## src/design/itrd_pkg.sv

```systemverilog
// itrd_pkg: shared types, constants and the digit glyph function
// for the integer to radix digit converter; no dependencies
`default_nettype none

package itrd_pkg;

	localparam int BASE_W         = 6;
	localparam int CNT_W          = 7;
	localparam int DIGIT_W        = 6;
	localparam int CHAR_W         = 7;
	localparam int ADDR_W         = 3;
	localparam int DATA_W         = 32;
	localparam int BITS_PER_CYCLE = 8;
	localparam int QUEUE_DEPTH    = 2;

	localparam logic [BASE_W-1:0] BASE_MIN    = 6'd2;
	localparam logic [BASE_W-1:0] BASE_MAX    = 6'd36;
	localparam logic [BASE_W-1:0] BASE_RESET  = 6'd16;
	localparam logic [CNT_W-1:0]  COUNT_MIN   = 7'd1;
	localparam logic [CNT_W-1:0]  COUNT_RESET = 7'd8;

	localparam logic REG_BASE  = 1'b0;
	localparam logic REG_COUNT = 1'b1;

	localparam logic [CHAR_W-1:0]  CHAR_ZERO   = 7'h30;
	localparam logic [CHAR_W-1:0]  CHAR_A      = 7'h61;
	localparam logic [DIGIT_W-1:0] DECIMAL_TOP = 6'd10;

	typedef enum logic [1:0] {
		B_IDLE,
		B_DIV,
		B_RD,
		B_OUT
	} back_state_t;

	typedef struct packed {
		logic [BASE_W-1:0] base;
		logic [CNT_W-1:0]  count;
	} job_cfg_t;

	function automatic logic [CHAR_W-1:0] glyph(input logic [DIGIT_W-1:0] d);
		logic [CHAR_W-1:0] c;
		if (d < DECIMAL_TOP) begin
			c = CHAR_ZERO + {1'b0, d};
		end else if (d < BASE_MAX) begin
			c = CHAR_A + {1'b0, d - DECIMAL_TOP};
		end else begin
			c = CHAR_ZERO;
		end
		return c;
	endfunction

endpackage

`default_nettype wire

```

## src/design/itrd_if.sv

```systemverilog
// itrd_if: valid/ready channel interfaces for input values and output characters
// depends on itrd_pkg
`default_nettype none

interface itrd_value_if #(parameter int VALUE_WIDTH = 32) ();
	logic                   valid;
	logic                   ready;
	logic [VALUE_WIDTH-1:0] value;

	modport source(output valid, value, input ready);
	modport sink(input valid, value, output ready);
endinterface

interface itrd_char_if import itrd_pkg::*; ();
	logic              valid;
	logic              ready;
	logic [CHAR_W-1:0] digit_char;
	logic              last;

	modport source(output valid, digit_char, last, input ready);
	modport sink(input valid, digit_char, last, output ready);
endinterface

`default_nettype wire

```

## src/design/itrd_front.sv

```systemverilog
// itrd_front: accepts values, tags each with the current base and digit count,
// and holds them in a two entry queue; depends on itrd_pkg, itrd_if
`default_nettype none

module itrd_front import itrd_pkg::*; #(
	parameter int VALUE_WIDTH = 32
) (
	input  wire logic                   clk,
	input  wire logic                   arst_n,
	itrd_value_if.sink                  din,
	input  wire job_cfg_t               cfg,
	output logic                        job_valid,
	input  wire logic                   job_ready,
	output logic [VALUE_WIDTH-1:0]      job_value,
	output job_cfg_t                    job_cfg
);

	logic [VALUE_WIDTH-1:0] value_q [QUEUE_DEPTH];
	job_cfg_t               cfg_q   [QUEUE_DEPTH];
	logic                   wr_ptr_q;
	logic                   rd_ptr_q;
	logic [1:0]             cnt_q;
	logic                   push;
	logic                   pop;

	assign din.ready = (cnt_q != 2'(QUEUE_DEPTH));
	assign push      = din.valid && din.ready;
	assign job_valid = (cnt_q != 2'd0);
	assign pop       = job_valid && job_ready;
	assign job_value = value_q[rd_ptr_q];
	assign job_cfg   = cfg_q[rd_ptr_q];

	always_ff @(posedge clk) begin
		if (push) begin
			value_q[wr_ptr_q] <= din.value;
			cfg_q[wr_ptr_q]   <= cfg;
		end
	end

	always_ff @(posedge clk or negedge arst_n) begin
		if (!arst_n) begin
			wr_ptr_q <= 1'b0;
			rd_ptr_q <= 1'b0;
			cnt_q    <= 2'd0;
		end else begin
			if (push) begin
				wr_ptr_q <= ~wr_ptr_q;
			end
			if (pop) begin
				rd_ptr_q <= ~rd_ptr_q;
			end
			if (push && !pop) begin
				cnt_q <= cnt_q + 2'd1;
			end else if (pop && !push) begin
				cnt_q <= cnt_q - 2'd1;
			end
		end
	end

endmodule

`default_nettype wire

```

## src/design/itrd_back.sv

```systemverilog
// itrd_back: converts one queued value by repeated division by the base,
// eight quotient bits per cycle, then emits the stored digits as ascii
// depends on itrd_pkg, itrd_if
`default_nettype none

module itrd_back import itrd_pkg::*; #(
	parameter int VALUE_WIDTH = 32,
	parameter int MAX_DIGITS  = 32
) (
	input  wire logic                   clk,
	input  wire logic                   arst_n,
	input  wire logic                   job_valid,
	output logic                        job_ready,
	input  wire logic [VALUE_WIDTH-1:0] job_value,
	input  wire job_cfg_t               job_cfg,
	itrd_char_if.source                 dout
);

	localparam int STEPS  = (VALUE_WIDTH + BITS_PER_CYCLE - 1) / BITS_PER_CYCLE;
	localparam int DW     = STEPS * BITS_PER_CYCLE;
	localparam int STEP_W = (STEPS > 1) ? $clog2(STEPS) : 1;
	localparam int AW     = (MAX_DIGITS > 1) ? $clog2(MAX_DIGITS) : 1;

	back_state_t state_q, state_nx;

	logic [DW-1:0]      quo_q, quo_nx;
	logic [BASE_W-1:0]  rem_q, rem_nx;
	logic [BASE_W-1:0]  base_q, base_nx;
	logic [CNT_W-1:0]   count_q, count_nx;
	logic [CNT_W-1:0]   k_q, k_nx;
	logic [STEP_W-1:0]  step_q, step_nx;
	logic [CNT_W-1:0]   rd_idx_q, rd_idx_nx;
	logic [DIGIT_W-1:0] rd_data_q;
	logic               out_valid_q, out_valid_nx;
	logic [CHAR_W-1:0]  out_char_q, out_char_nx;
	logic               out_last_q, out_last_nx;

	logic [DIGIT_W-1:0] store [MAX_DIGITS];
	logic               st_we;
	logic [CNT_W-1:0]   st_pos;
	logic               rd_en;

	logic [DW-1:0]      div_quo;
	logic [BASE_W-1:0]  div_rem;
	logic [BASE_W:0]    r;
	logic [BITS_PER_CYCLE-1:0] qb;

	// one cycle of restoring division: eight dividend bits
	always_comb begin
		r  = {1'b0, rem_q};
		qb = '0;
		for (int i = 0; i < BITS_PER_CYCLE; i++) begin
			r = {r[BASE_W-1:0], quo_q[DW-1-i]};
			if (r >= {1'b0, base_q}) begin
				r = r - {1'b0, base_q};
				qb[BITS_PER_CYCLE-1-i] = 1'b1;
			end
		end
		div_rem = r[BASE_W-1:0];
		div_quo = (quo_q << BITS_PER_CYCLE) | DW'(qb);
	end

	assign st_pos = count_q - COUNT_MIN - k_q;

	always_comb begin
		state_nx     = state_q;
		quo_nx       = quo_q;
		rem_nx       = rem_q;
		base_nx      = base_q;
		count_nx     = count_q;
		k_nx         = k_q;
		step_nx      = step_q;
		rd_idx_nx    = rd_idx_q;
		out_valid_nx = out_valid_q && !dout.ready;
		out_char_nx  = out_char_q;
		out_last_nx  = out_last_q;
		job_ready    = 1'b0;
		st_we        = 1'b0;
		rd_en        = 1'b0;
		unique case (state_q)
			B_IDLE: begin
				job_ready = 1'b1;
				if (job_valid) begin
					quo_nx   = DW'(job_value);
					rem_nx   = '0;
					base_nx  = job_cfg.base;
					count_nx = job_cfg.count;
					k_nx     = '0;
					step_nx  = '0;
					state_nx = B_DIV;
				end
			end
			B_DIV: begin
				quo_nx  = div_quo;
				rem_nx  = div_rem;
				step_nx = step_q + STEP_W'(1);
				if (step_q == STEP_W'(STEPS - 1)) begin
					st_we   = 1'b1;
					rem_nx  = '0;
					step_nx = '0;
					k_nx    = k_q + CNT_W'(1);
					if (k_q == count_q - COUNT_MIN) begin
						rd_idx_nx = '0;
						state_nx  = B_RD;
					end
				end
			end
			B_RD: begin
				rd_en    = 1'b1;
				state_nx = B_OUT;
			end
			B_OUT: begin
				if (!out_valid_q || dout.ready) begin
					out_valid_nx = 1'b1;
					out_char_nx  = glyph(rd_data_q);
					out_last_nx  = (rd_idx_q == count_q - COUNT_MIN);
					if (rd_idx_q == count_q - COUNT_MIN) begin
						state_nx = B_IDLE;
					end else begin
						rd_idx_nx = rd_idx_q + CNT_W'(1);
						state_nx  = B_RD;
					end
				end
			end
			default: begin
				state_nx = B_IDLE;
			end
		endcase
	end

	always_ff @(posedge clk) begin
		if (st_we) begin
			store[st_pos[AW-1:0]] <= div_rem;
		end
		if (rd_en) begin
			rd_data_q <= store[rd_idx_q[AW-1:0]];
		end
	end

	always_ff @(posedge clk) begin
		quo_q      <= quo_nx;
		rem_q      <= rem_nx;
		base_q     <= base_nx;
		count_q    <= count_nx;
		out_char_q <= out_char_nx;
		out_last_q <= out_last_nx;
	end

	always_ff @(posedge clk or negedge arst_n) begin
		if (!arst_n) begin
			state_q     <= B_IDLE;
			k_q         <= '0;
			step_q      <= '0;
			rd_idx_q    <= '0;
			out_valid_q <= 1'b0;
		end else begin
			state_q     <= state_nx;
			k_q         <= k_nx;
			step_q      <= step_nx;
			rd_idx_q    <= rd_idx_nx;
			out_valid_q <= out_valid_nx;
		end
	end

	assign dout.valid      = out_valid_q;
	assign dout.digit_char = out_char_q;
	assign dout.last       = out_last_q;

endmodule

`default_nettype wire

```

## src/design/int_to_radix_digits_top.sv

```systemverilog
// int_to_radix_digits_top: integer to base-n ascii converter with apb registers
// depends on itrd_pkg, itrd_if, itrd_front, itrd_back
//
// usage
//   din carries one unsigned value per transfer. for each value the block sends
//   exactly digit_count characters on dout, most significant first, with last
//   set on the final one. digits are 0-9 then a-z, leading positions are '0',
//   and digits above digit_count are dropped.
//   registers: base at byte 0 (writes of pwdata[5:0] saturate to 2..36, reset 16),
//   digit_count at byte 4 (writes of pwdata[5:0] saturate to 1..MAX_DIGITS, reset 8).
//   conversion: the shared divider retires eight quotient bits a cycle,
//   and the store is read ahead of each character.
//   a two entry queue takes values while a conversion runs; din.ready drops
//   when it is full.
//   a stalled dout holds its character; the converter waits and the queue
//   keeps filling.
//   reset empties the queue, drops any conversion in flight and restores
//   the register defaults.
`default_nettype none

module int_to_radix_digits_top import itrd_pkg::*; #(
	parameter int VALUE_WIDTH = 32,
	parameter int MAX_DIGITS  = 32
) (
	input  wire logic              clk,
	input  wire logic              arst_n,
	itrd_value_if.sink             din,
	itrd_char_if.source            dout,
	input  wire logic              psel,
	input  wire logic              penable,
	input  wire logic              pwrite,
	input  wire logic [ADDR_W-1:0] paddr,
	input  wire logic [DATA_W-1:0] pwdata,
	output logic [DATA_W-1:0]      prdata,
	output logic                   pready
);

	logic [BASE_W-1:0] base_q;
	logic [CNT_W-1:0]  count_q;
	logic              wr_en;
	logic [BASE_W-1:0] wbits;
	logic [BASE_W-1:0] base_sat;
	logic [CNT_W-1:0]  count_sat;

	job_cfg_t               cur_cfg;
	logic                   job_valid;
	logic                   job_ready;
	logic [VALUE_WIDTH-1:0] job_value;
	job_cfg_t               job_cfg;

	assign pready = 1'b1;
	assign wr_en  = psel && penable && pwrite && pready;
	assign wbits  = pwdata[BASE_W-1:0];

	always_comb begin
		if (wbits < BASE_MIN) begin
			base_sat = BASE_MIN;
		end else if (wbits > BASE_MAX) begin
			base_sat = BASE_MAX;
		end else begin
			base_sat = wbits;
		end
		if (wbits == '0) begin
			count_sat = COUNT_MIN;
		end else if ({1'b0, wbits} > CNT_W'(MAX_DIGITS)) begin
			count_sat = CNT_W'(MAX_DIGITS);
		end else begin
			count_sat = {1'b0, wbits};
		end
	end

	always_ff @(posedge clk or negedge arst_n) begin
		if (!arst_n) begin
			base_q  <= BASE_RESET;
			count_q <= (COUNT_RESET > CNT_W'(MAX_DIGITS)) ? CNT_W'(MAX_DIGITS) : COUNT_RESET;
		end else if (wr_en) begin
			unique case (paddr[2])
				REG_BASE:  base_q  <= base_sat;
				REG_COUNT: count_q <= count_sat;
				default:   ;
			endcase
		end
	end

	assign prdata = (paddr[2] == REG_COUNT) ? DATA_W'(count_q) : DATA_W'(base_q);

	assign cur_cfg.base  = base_q;
	assign cur_cfg.count = count_q;

	itrd_front #(
		.VALUE_WIDTH(VALUE_WIDTH)
	) u_front (
		.clk       (clk),
		.arst_n    (arst_n),
		.din       (din),
		.cfg       (cur_cfg),
		.job_valid (job_valid),
		.job_ready (job_ready),
		.job_value (job_value),
		.job_cfg   (job_cfg)
	);

	itrd_back #(
		.VALUE_WIDTH(VALUE_WIDTH),
		.MAX_DIGITS (MAX_DIGITS)
	) u_back (
		.clk       (clk),
		.arst_n    (arst_n),
		.job_valid (job_valid),
		.job_ready (job_ready),
		.job_value (job_value),
		.job_cfg   (job_cfg),
		.dout      (dout)
	);

	a_last_gap: assert property (@(posedge clk) disable iff (!arst_n)
		dout.valid && dout.ready && dout.last |=> !dout.valid)
		else $error("character follows last without a new conversion");

	a_base_sat: assert property (@(posedge clk) disable iff (!arst_n)
		wr_en && paddr[2] == REG_BASE |=> base_q >= BASE_MIN && base_q <= BASE_MAX)
		else $error("base register out of range after write");

	a_count_sat: assert property (@(posedge clk) disable iff (!arst_n)
		wr_en && paddr[2] == REG_COUNT |=>
		count_q >= COUNT_MIN && count_q <= CNT_W'(MAX_DIGITS))
		else $error("digit count register out of range after write");

endmodule

`default_nettype wire
```

## src/flat_wrapper.sv

```systemverilog
// flat-port wrapper written by rule: the top's interface ports become plain ports
module int_to_radix_digits_top_flat import itrd_pkg::*;
#(
	parameter int VALUE_WIDTH = 32,
	parameter int MAX_DIGITS  = 32
)
  (clk, arst_n, psel, penable, pwrite, paddr, pwdata, prdata, pready, din_valid, din_value, din_ready, dout_valid, dout_digit_char, dout_last, dout_ready);
  itrd_value_if #(.VALUE_WIDTH(VALUE_WIDTH)) din_i ();
  itrd_char_if dout_i ();
  input  wire logic clk;
  input  wire logic arst_n;
  input  wire logic psel;
  input  wire logic penable;
  input  wire logic pwrite;
  input  wire logic [ADDR_W-1:0] paddr;
  input  wire logic [DATA_W-1:0] pwdata;
  output logic [DATA_W-1:0] prdata;
  output logic pready;
  input wire logic [$bits(din_i.valid)-1:0] din_valid;
  input wire logic [$bits(din_i.value)-1:0] din_value;
  output wire logic [$bits(din_i.ready)-1:0] din_ready;
  output wire logic [$bits(dout_i.valid)-1:0] dout_valid;
  output wire logic [$bits(dout_i.digit_char)-1:0] dout_digit_char;
  output wire logic [$bits(dout_i.last)-1:0] dout_last;
  input wire logic [$bits(dout_i.ready)-1:0] dout_ready;
  assign din_i.valid = din_valid;
  assign din_i.value = din_value;
  assign din_ready = din_i.ready;
  assign dout_valid = dout_i.valid;
  assign dout_digit_char = dout_i.digit_char;
  assign dout_last = dout_i.last;
  assign dout_i.ready = dout_ready;
  int_to_radix_digits_top #(.VALUE_WIDTH(VALUE_WIDTH), .MAX_DIGITS(MAX_DIGITS)) u_core (.clk(clk), .arst_n(arst_n), .din(din_i), .dout(dout_i), .psel(psel), .penable(penable), .pwrite(pwrite), .paddr(paddr), .pwdata(pwdata), .prdata(prdata), .pready(pready));
endmodule
```

## config.mk

```make
export PLATFORM = sky130hd
export DESIGN_NAME = int_to_radix_digits_top_flat
export DESIGN_NICKNAME = d
export VERILOG_FILES = /design/src/design/itrd_pkg.sv /design/src/design/itrd_if.sv /design/src/design/itrd_front.sv /design/src/design/itrd_back.sv /design/src/design/int_to_radix_digits_top.sv /design/src/flat_wrapper.sv
export SDC_FILE = /design/constraint.sdc
export NUM_CORES = 1
export LEC_CHECK = 0
export ABC_CLOCK_PERIOD_IN_PS = 41600
export BUFFER_PORTS_ARGS = -buffer_cell sky130_fd_sc_hd__buf_2
export CORE_UTILIZATION = 66
export CTS_CLUSTER_SIZE = 10
export DETAILED_ROUTE_END_ITERATION = 12
export GPL_TIMING_DRIVEN = 0
export MAX_ROUTING_LAYER = met4
export PLACE_DENSITY = 0.91
export SYNTH_ARGS = -nofsm -noshare
export SYNTH_HDL_FRONTEND = slang
export SYNTH_HIERARCHICAL = 1
export SYNTH_SLANG_ARGS = --single-unit
```

## constraint.sdc

```tcl
create_clock -name clk -period 41.6 [get_ports clk]
set_clock_uncertainty 0.1 [all_clocks]
set_input_delay 4.16 -clock clk [delete_from_list [all_inputs] [get_ports clk]]
set_output_delay 4.16 -clock clk [all_outputs]
set_load 0.02 [all_outputs]
```

Word level (Yosys, flattened, before mapping)
Memories as Yosys holds them, arrays and structs flattened. A register that Yosys moved wholly into a read port is not among the register bits.
Cells that the tools add are included.
{"block": "classes", "add_sub_neg": 18, "n_mul": 0, "div_mod_pow": 0, "order_cmp": 13, "n_eq_ne": 12, "shift": 0, "muxes": 57, "n_bitwise": 4, "n_reduce_logical": 26}
{"cell": "$mux 6", "n": 13}
{"cell": "$mux 7", "n": 10}
{"cell": "$pmux 32 s2", "n": 1}
{"cell": "$ge 7x6->1", "n": 8}
{"cell": "$sub 6x6->6", "n": 8}
{"cell": "$mux 32", "n": 1}
{"cell": "$or 32x8->32", "n": 1}
{"cell": "$pmux 7 s2", "n": 2}
{"cell": "$mux 1", "n": 18}
{"cell": "$mux 2", "n": 9}
{"cell": "$add 7x1->7 const B", "n": 2}
{"cell": "$eq 7x7->1", "n": 2}
{"cell": "$gt 6x6->1 const B", "n": 2}
{"cell": "$pmux 6 s2", "n": 1}
{"cell": "$ne 2x2->1 const B", "n": 5}
{"cell": "$reduce_and 2->1", "n": 5}
{"cell": "$pmux 2 s4", "n": 1}
{"cell": "$reduce_bool 2->1", "n": 4}
{"cell": "$add 6x6->7 const A", "n": 1}
{"cell": "$add 7x6->7 const A", "n": 1}
{"cell": "$logic_and 1x1->1", "n": 7}
{"cell": "$sub 7x1->7 const B", "n": 1}
{"cell": "$eq 2x2->1 const B", "n": 3}
{"cell": "$logic_not 6->1", "n": 1}
{"cell": "17 further kinds", "n": 23}
{"block": "word_totals", "reg_bits": 82, "latch_bits": 0, "ramBits": 282, "rom_bits": 0, "input_bits": 74, "out_inout_bits": 43, "wordCells": 147, "mem_count": 3}
{"name": "u_core.u_back.store", "depth": 32, "width": 6, "rd": 1, "rd_clocked_by_memory_dff": 1, "write_ports": 1, "line_no": "itrd_back.sv:38", "rtl": "logic [DIGIT_W-1:0] store [MAX_DIGITS];"}
{"name": "u_core.u_front.value_q", "depth": 2, "width": 32, "rd": 1, "rd_clocked_by_memory_dff": 0, "write_ports": 1, "line_no": "itrd_front.sv:18", "rtl": "logic [VALUE_WIDTH-1:0] value_q [QUEUE_DEPTH];"}
{"name": "u_core.u_front.cfg_q", "depth": 2, "width": 13, "rd": 1, "rd_clocked_by_memory_dff": 1, "write_ports": 1, "line_no": "itrd_front.sv:19", "rtl": "job_cfg_t cfg_q [QUEUE_DEPTH];"}

Logic depth before layout (Yosys ltp)
Gate-level depths: netlist (run 1).
{"block": "logic_depth", "ltp_word": 18, "ltp_mapped": 78}

Hierarchy
Netlist (run 1), hierarchy kept.
{"module": "itrd_back", "instances": 1, "cells_each": 1029, "area_each_um2": 14106.0, "seq_area_each_um2": 8192.9}
{"module": "itrd_front", "instances": 1, "cells_each": 158, "area_each_um2": 3641.0, "seq_area_each_um2": 2802.7}
{"module": "int_to_radix_digits_top", "instances": 1, "cells_each": 88, "area_each_um2": 820.8, "seq_area_each_um2": 302.8}

Worst setup path before layout (run 1)
No wires, ideal clock.
{"block": "synth_timing", "kind": "register to register", "from": "reg u_core.u_back.base_q[1]", "to": "reg u_core.u_back.rem_q[0], data pin", "t_arrival_ns": 16.842, "slack_ns": 24.497, "stages_incl_launch_ff": 75, "path_buffers": 3, "period_less_slack_ns": 17.103, "path_cell_list": "edfxtp_1 inv_1 ha_1 a21o_1 a31oi_1 o21a_2 mux2i_1 inv_1 ha_1 o21a_1 o31a_1 o211ai_1 o2111ai_4 mux2i_1 inv_1 ha_1 and3_1 o21a_1 [... 39 more ...] o21ai_0 a21boi_0 o21ai_0 nand3b_1 a21oi_1 o211a_2 mux2i_1 ha_1 a21o_1 a21o_1 a31o_2 a21o_1 a21o_1 a21o_1 a221o_1 buf_6 mux2i_1 nor3b_1"}
{"block": "synth_via", "elab_chain_len": 18, "elab_cells_between_ends": 25}
{"item": "start, declared", "line_no": "itrd_back.sv:28", "rtl": "logic [BASE_W-1:0] base_q, base_nx;"}
{"item": "start signal, assigned", "line_no": "itrd_back.sv:143", "rtl": "base_q <= base_nx;"}
{"item": "$sub 6x6->6 / $ge 7x6->1 (equally long branches)", "line_no": "itrd_back.sv:55, itrd_back.sv:54"}
{"item": "$mux 6", "line_no": "itrd_back.sv:54", "rtl": "if (r >= {1'b0, base_q}) begin"}
{"item": "$sub 6x6->6 / $ge 7x6->1 (equally long branches)", "line_no": "itrd_back.sv:55, itrd_back.sv:54"}
{"item": "$mux 6", "line_no": "itrd_back.sv:54"}
{"item": "$sub 6x6->6 / $ge 7x6->1 (equally long branches)", "line_no": "itrd_back.sv:55, itrd_back.sv:54"}
{"item": "$mux 6", "line_no": "itrd_back.sv:54"}
{"item": "$sub 6x6->6 / $ge 7x6->1 (equally long branches)", "line_no": "itrd_back.sv:55, itrd_back.sv:54"}
{"item": "$mux 6", "line_no": "itrd_back.sv:54"}
{"item": "[... 3 more ...]"}
{"item": "$mux 6", "line_no": "itrd_back.sv:54"}
{"item": "$sub 6x6->6 / $ge 7x6->1 (equally long branches)", "line_no": "itrd_back.sv:55, itrd_back.sv:54"}
{"item": "$mux 6", "line_no": "itrd_back.sv:54"}
{"item": "$ge 7x6->1 *", "line_no": "itrd_back.sv:54"}
{"item": "$mux 6 *", "line_no": "itrd_back.sv:54"}
{"item": "net u_core.u_back.r[0]", "line_no": "itrd_back.sv:45", "rtl": "logic [BASE_W:0] r;"}
{"item": "$mux 6 *", "line_no": "itrd_back.sv:97", "rtl": "if (step_q == STEP_W'(STEPS - 1)) begin"}
{"item": "$pmux 6 s2 *", "line_no": "itrd_back.sv:80", "rtl": "unique case (state_q)"}
{"item": "end signal, assigned", "line_no": "itrd_back.sv:142", "rtl": "rem_q <= rem_nx;"}
{"item": "end, declared", "line_no": "itrd_back.sv:27", "rtl": "logic [BASE_W-1:0] rem_q, rem_nx;"}
Mark *: on every way through the listed nets, which the timed path passes. The rest lies on a longest branch.
A chain may end at the register's enable or synchronous reset.

Final worst setup path (run 1)
Same ends and word-level chain as after synthesis.

==> impl_metrics.toml, run 1 <==
[outcome]
outcome = "finished, final reports clean"

[worst_setup_path]
r2r_setup_slack_ns = 20.50
r2r_cells = 75
critical_path_data_required_time_ns = 41.84
critical_path.startpoint = "u_core/u_back/base_q[1]$_DFFE_PP_"
path_buf_inv = 10
timing.setup.critical_path_class = "flop to flop"
critPathMaxFanout = 33
worstSetupEndpointType = "flop"
cp.arrival_ns = 21.34
critical_path.max_stage_delay_ns = 0.83
timing.critical_path.max_delay_family = "compound AO/OA/AOI/OAI gates"
cp_slowest_cell = "a2111oi_0"
critical_register_to_register_path_startpoint = "u_core/u_back/base_q[1]$_DFFE_PP_"
timing.rr.end = "u_core/u_back/rem_q[0]$_SDFFCE_PN0P_"
cp-start-kind = "flop"

[sta]
finalHoldViolations = 0
slew_headroom_pct = 27.6
final.setup.tns_ns = 0
worst-slew-pin-transition_ns = 1.09
period_needed_ns = 21.10
setup_viol = 0
fin_max_slew_vios = 0
unrepaired_setup_endpoints_after_global_routing = "false"
final.period_utilization_pct = 50.7
fmax_mhz = 47.4

[synth]
main_combinational_cell_family_by_area_after_synthesis = "multiplexers"
syn_area_um2 = 18600
synth-warning-count = 6
synth_area_per_inst_um2 = 14.6
synth.area.top_cells = "edfxtp_1, mux4_2, dfrtp_1, ha_1, mux2_4"
synth_cell_types = 78
yosys_register_bits = 382
synth_cells = 1275
number_of_synthesized_flops_with_an_enable_pin = 347
synth_common_cells = "edfxtp_1, nand2_1, nor2_1"
yosys.cell_count.top_type = "edfxtp_1"
synthMuxAreaShare_pct = 13.5
yosys.area_share.adder_pct = 5.22
synth_top_area_cell = "edfxtp_1"
yosys.area_share.simple_pct = 7.86
synth-xor-area-share_pct = 2.74
synth-compound-area-share_pct = 6.25
postSynth.topFlopCell = "edfxtp_1"
share_of_synthesized_flip_flops_with_an_asynchronous_set_or_reset_pct = 9.16
synth_top_cell_area_share_pct = 56.1
synth.yosys.seq_area_share_pct = 60.8

[place]
place_hpwl_mm = 27.5
gpl.final_weighted_congestion = 0.890
number_of_buffers_inserted_by_port_buffering = 60

[route]
finalWirelength_mm = 44.7
drt_first_pass_iters = 7
route.detailed.vias_per_inst = 6.54
vias = 11900
post-route-drc-count = 0
routed_wire_length_per_instance_um = 24.5
detail-route-antenna-nets = 0
drt_iter0_drc = 1573

[global_routing]
antenna_found_initial = 2
grt.total_usage_pct = 32.9
grt_max_degree = 39
global_route.overflow_total = 0
grt_pass1_wl_mm = 67.9
first_global_vias = 12100

[floorplan]
fp.dieW_um = 170
die_area_um2 = 28800
initial_core_util_pct = 67.0
top_level_ports = 117
placementRows = 61
core-area_um2 = 27700
die_height_um = 170

[final_layout]
postLayoutCoreUtil_pct = 75.0
fill_cells = 1500
post_route_cells_drive_above_1_share_pct = 21.0
sequential_cell_area_um2 = 11300
syn2layout_area_growth_pct = 11.9
nNetsFinal = 1556
multiInputGateArea_um2 = 6730

[clock_tree]
clock_path_buffers = 3
cts_setup_buffers = 0
post_cts.resized_instances = 0
cts_buf_count = 44
clock_edge_transition_at_the_registers_on_the_reported_setup_and_hold_paths_ns = 0.06
source_to_sink_clock_delay_at_the_later_pin_of_the_worst_skew_pair_ns = 0.55
cts.hold.buffers_added = 0
cts.root.buffer_cell = "clkbuf_16"
cts-htree-levels = 2
cts_tree = "done"
numClockSinks = 382

[min_path]
hp_class = "flop to flop"
hold_depth = 0
timing.hold.worst.start = "u_core/base_q[5]$_DFFE_PN0P_"
min_to = "u_core/u_front/cfg_q[0][12]$_DFFE_PP_"

[run]
drv_cap = 0
## sequential cells by signal, summed over array words and instances, names as in the netlist, 7 cells and up
register / cells
u_core/u_back/quo_q: 32
u_core/u_back/store: 192
u_core/u_front/cfg_q: 26
u_core/u_back/dout.digit_char: 7
u_core/u_front/value_q: 64
u_core/u_back/k_q: 7
u_core/u_back/count_q: 7
u_core/u_back/rd_idx_q: 7
## area by class of cell
type	instances	share of cell area, %
flip-flops and latches	382	54.4
multi-input cells	794	32.4
clock buffers	72	5.80
well taps	378	2.28
plain buffers	71	2.23
repair buffers	62	1.64
inverters	55	0.994
clock inverters	4	0.295
diodes	2	0.0241
## worst reg2reg max path, delay by kind of cell (launching register included)
family	cells	cell delay [ns]
AND/OR/NAND/NOR	13	2.80
multiplexers	5	2.16
AO/OA/AOI/OAI	39	10.88
buffers and inverters	10	1.70
flip-flops	1	0.74
adder cells (fa/ha/maj)	8	2.51
## logic make-up after synthesis
logic type / count (synthesis)
fa+ha+maj: 72
flops: 382
other cells: 2
xor+xnor: 58
compound gates: 172
mux: 149
simple gates: 314
buf+inv: 126
## placed cells by master (no fill, tap or decap), types with 29 or more instances in the layout
master | netlist | final
dfrtp_1 | 33 | 33
buf_2 | 6 | 66
edfxtp_1 | 347 | 347
mux4_2 | 60 | 60
inv_1 | 54 | 54
clkbuf_16 | 0 | 44
nand2_1 | 144 | 143
conb_1 | 2 | 29
nor2_1 | 68 | 67
ha_1 | 63 | 63
o21ai_0 | 55 | 55
xnor2_1 | 30 | 30
mux2_4 | 44 | 44
clkbuf_1 | 26 | 54
## routing by layer
layer | share of wire [%] | wire length [µm] | track usage [%]
met2 | 50 | 22100 | 53.6
met1 | 35 | 15600 | 39.2
met4 | 4.9 | 2210 | 16.3
met5 | 0 | 0 | -
met3 | 11 | 4700 | 7.04
## stage by stage
step	setup WS [ns]	area (µm²)	hold slack, ns	std cells
after global placement	20.92	19400	0.372	1740
after floorplan	24.50	18700	0.353	1302
final	20.50	20800	0.396	1820
after CTS	21.01	20800	0.393	1818
after global routing	19.42	20800	0.416	1820
after detailed placement	21.68	19500	0.385	1742
## worst max path at each step
| stage | endpoint | cells past startpoint |
|---|---|---|
| floorplan | u_core/u_back/rem_q[0]$_SDFFCE_PN0P_ | 74 |
| global placement | u_core/u_back/store[16][0]$_DFFE_PP_ | 73 |
| detailed placement | u_core/u_back/rem_q[0]$_SDFFCE_PN0P_ | 75 |
| CTS | u_core/u_back/rem_q[0]$_SDFFCE_PN0P_ | 74 |
| global route | u_core/u_back/rem_q[0]$_SDFFCE_PN0P_ | 74 |
| finish | u_core/u_back/rem_q[0]$_SDFFCE_PN0P_ | 75 |
Power of run 1 is not shown: default switching activity piles up to over one toggle a cycle in this logic, so the estimate is an artifact.
==> inputs of run 2 (changes only) <==
--- a/config.mk
+++ b/config.mk
@@ -5,14 +5,14 @@
 export SDC_FILE = /design/constraint.sdc
 export NUM_CORES = 1
 export LEC_CHECK = 0
-export ABC_CLOCK_PERIOD_IN_PS = 41600
+export ABC_CLOCK_PERIOD_IN_PS = 17950
 export BUFFER_PORTS_ARGS = -buffer_cell sky130_fd_sc_hd__buf_2
-export CORE_UTILIZATION = 66
+export CORE_UTILIZATION = 55
 export CTS_CLUSTER_SIZE = 10
 export DETAILED_ROUTE_END_ITERATION = 12
 export GPL_TIMING_DRIVEN = 0
 export MAX_ROUTING_LAYER = met4
-export PLACE_DENSITY = 0.91
+export PLACE_DENSITY = 0.81
 export SYNTH_ARGS = -nofsm -noshare
 export SYNTH_HDL_FRONTEND = slang
 export SYNTH_HIERARCHICAL = 1
==> constraint.sdc (replaced) <==
create_clock -name clk -period 17.95 [get_ports clk]
set_clock_uncertainty 0.1 [all_clocks]
set_input_delay 1.795 -clock clk [delete_from_list [all_inputs] [get_ports clk]]
set_output_delay 1.795 -clock clk [all_outputs]
set_load 0.02 [all_outputs]
==> run 2 against run 1 <==
Via count fell by 3.7%. Largest cell class unchanged. Critical path depth up 2. Sequential cell count unchanged. Cell count rose by 5.3%. Utilization is 9.9 points lower. Non-clock buffer count rose by 32. Die area rose by 20%. Hold slack better by 0.0033 ns. Maximum frequency increased by 22%.
==> impl_metrics.toml, run 2 (same netlist as run 1, synthesis figures left out) <==
[clock_tree]
source_to_sink_clock_delay_at_the_later_pin_of_the_worst_skew_pair_ns = 0.56
clock_path_buffers = 3
numClockSinks = 382
cts.root.buffer_cell = "clkbuf_16"
cts_buf_count = 44
cts-htree-levels = 2
cts_tree = "done"
cts.hold.buffers_added = 0
clock_edge_transition_at_the_registers_on_the_reported_setup_and_hold_paths_ns = 0.06

[place]
gpl.final_weighted_congestion = 0.895
pre_cts_ws_ns = -2.16
place_hpwl_mm = 26.3
dp.cells = 1806
number_of_buffers_inserted_by_port_buffering = 60
placement.cell_area_um2 = 19600

[route]
finalWirelength_mm = 42.0
drt_first_pass_iters = 5
routed_wire_length_per_instance_um = 21.9
drt_iter0_drc = 1146
post-route-drc-count = 0
route.detailed.vias_per_inst = 5.98
detail-route-antenna-nets = 0
vias = 11500

[outcome]
outcome = "finished, final reports clean"

[global_routing]
grt_pass1_wl_mm = 61.3
first_global_vias = 10900
global_route.overflow_total = 0
grt_max_degree = 39
antenna_found_initial = 1
grt.total_usage_pct = 24.6

[final_layout]
mostFrequentLayoutCell = "edfxtp_1"
multiInputGateArea_um2 = 6940
post_route_cells_drive_above_1_share_pct = 24.8
largest_register_ff_count = 192
layout.cell_area.non_filler_um2 = 21400
nNetsFinal = 1594
fill_cells = 2216
sequential_cell_area_um2 = 11300
final_cell_mix = "edfxtp_1, nand2_1, nor2_1, buf_2"
finish.cell_count_without_fillers = 1917
syn2layout_area_growth_pct = 15.2

[worst_setup_path]
worstSetupEndpointType = "flop"
timing.setup.critical_path_class = "flop to flop"
worst_setup_path_endpoint = "u_core/u_back/store[2][1]$_DFFE_PP_"
r2r_setup_slack_ns = 0.60
critical_path_data_required_time_ns = 18.13
critical_path.startpoint = "u_core/u_back/base_q[3]$_DFFE_PP_"
critical_path.max_stage_delay_ns = 0.42
timing.critical_path.mode_cell = "ha_1"
critPathMaxFanout = 16
critical_register_to_register_path_startpoint = "u_core/u_back/base_q[3]$_DFFE_PP_"
cp.arrival_ns = 17.53
timing.rr.end = "u_core/u_back/store[2][1]$_DFFE_PP_"
r2r_cells = 77
cp-start-kind = "flop"
cp_slowest_cell = "or3_1"

[min_path]
timing.hold.worst.start = "u_core/count_q[0]$_DFFE_PN0P_"
hp_class = "flop to flop"

[sta]
fmax_mhz = 57.6
finalHoldViolations = 0
postLayoutSetupSlackWorst_ns = 0.601
final.period_utilization_pct = 96.7
fin_max_slew_vios = 0
slew_headroom_pct = 33.2
worst-slew-pin-transition_ns = 1.00
setup_viol = 0
period_needed_ns = 17.35

[floorplan]
fp.dieW_um = 186
placementRows = 66
core-area_um2 = 32900
die_height_um = 186
die_area_um2 = 34500
initial_core_util_pct = 56.5
top_level_ports = 117

[run]
drv_cap = 0
[run 2: changes by cell type in the layout (fill, tap and decap cells not counted), moves of 4 or more]
cell        delta
inv_1          -5
clkinvlp_4     +4
o21ai_1        +4
o21ai_0        -8
buf_4         +27
mux2_2         +4
clkbuf_1       -5
buf_12         +6
[run 2: how the worst min path moves through the flow]
stage | end | slack, ns | cells past startpoint
after floorplan | u_core/u_front/cfg_q[0][5]$_DFFE_PP_ | 0.35 | 0
after global placement | u_core/u_front/cnt_q[1]$_DFFE_PN0P_ | 0.37 | 1
after detailed placement | u_core/u_front/cfg_q[1][1]$_DFFE_PP_ | 0.39 | 0
after CTS | u_core/u_front/cfg_q[0][12]$_DFFE_PP_ | 0.40 | 0
after global routing | u_core/u_front/cfg_q[1][1]$_DFFE_PP_ | 0.42 | 0
final | u_core/u_front/cfg_q[0][0]$_DFFE_PP_ | 0.40 | 0
[run 2: final cells by class]
cell class / count / share of cell area [%]
flip-flops and latches: 382 / 52.8
multi-input cells: 800 / 32.5
clock buffers: 67 / 5.55
repair buffers: 94 / 3.07
well taps: 442 / 2.59
plain buffers: 71 / 2.18
inverters: 55 / 1.05
clock inverters: 5 / 0.257
diodes: 1 / 0.0117
[run 2: per-layer routing]
layer	track usage, %	vias up	wire [µm]
met2	39.1	629	20400
li1	-	5103	-
met1	31.9	5616	16700
met5	-	-	0
met4	8.56	0	1410
met3	4.46	115	3500
[run 2: metrics by stage]
step / util, % / hold WS (ns) / TNS, ns
after floorplan: - / 0.353 / 0
after global placement: 59.4 / 0.372 / -317.18
after detailed placement: 59.6 / 0.387 / -350.83
after CTS: 63.9 / 0.402 / 0
after global routing: 65.1 / 0.425 / -27.50
final: 65.1 / 0.399 / 0
[run 2: timing repair]
item,4_1_cts,5_1_grt
pin swaps,1,3
buffers inserted,9,23
resized for setup,16,26
gates cloned,1,5
endpoints found under the setup margin,199,199
[run 2: worst max-delay path: cells and delay by family, from the launching register on]
kind | cells | cell delay (ns)
mux | 5 | 1.57
flops | 1 | 0.38
fa+ha+maj | 8 | 2.38
compound gates | 37 | 8.01
simple gates | 12 | 2.42
buf+inv | 15 | 2.17
Power of run 2 is left out for the same reason.
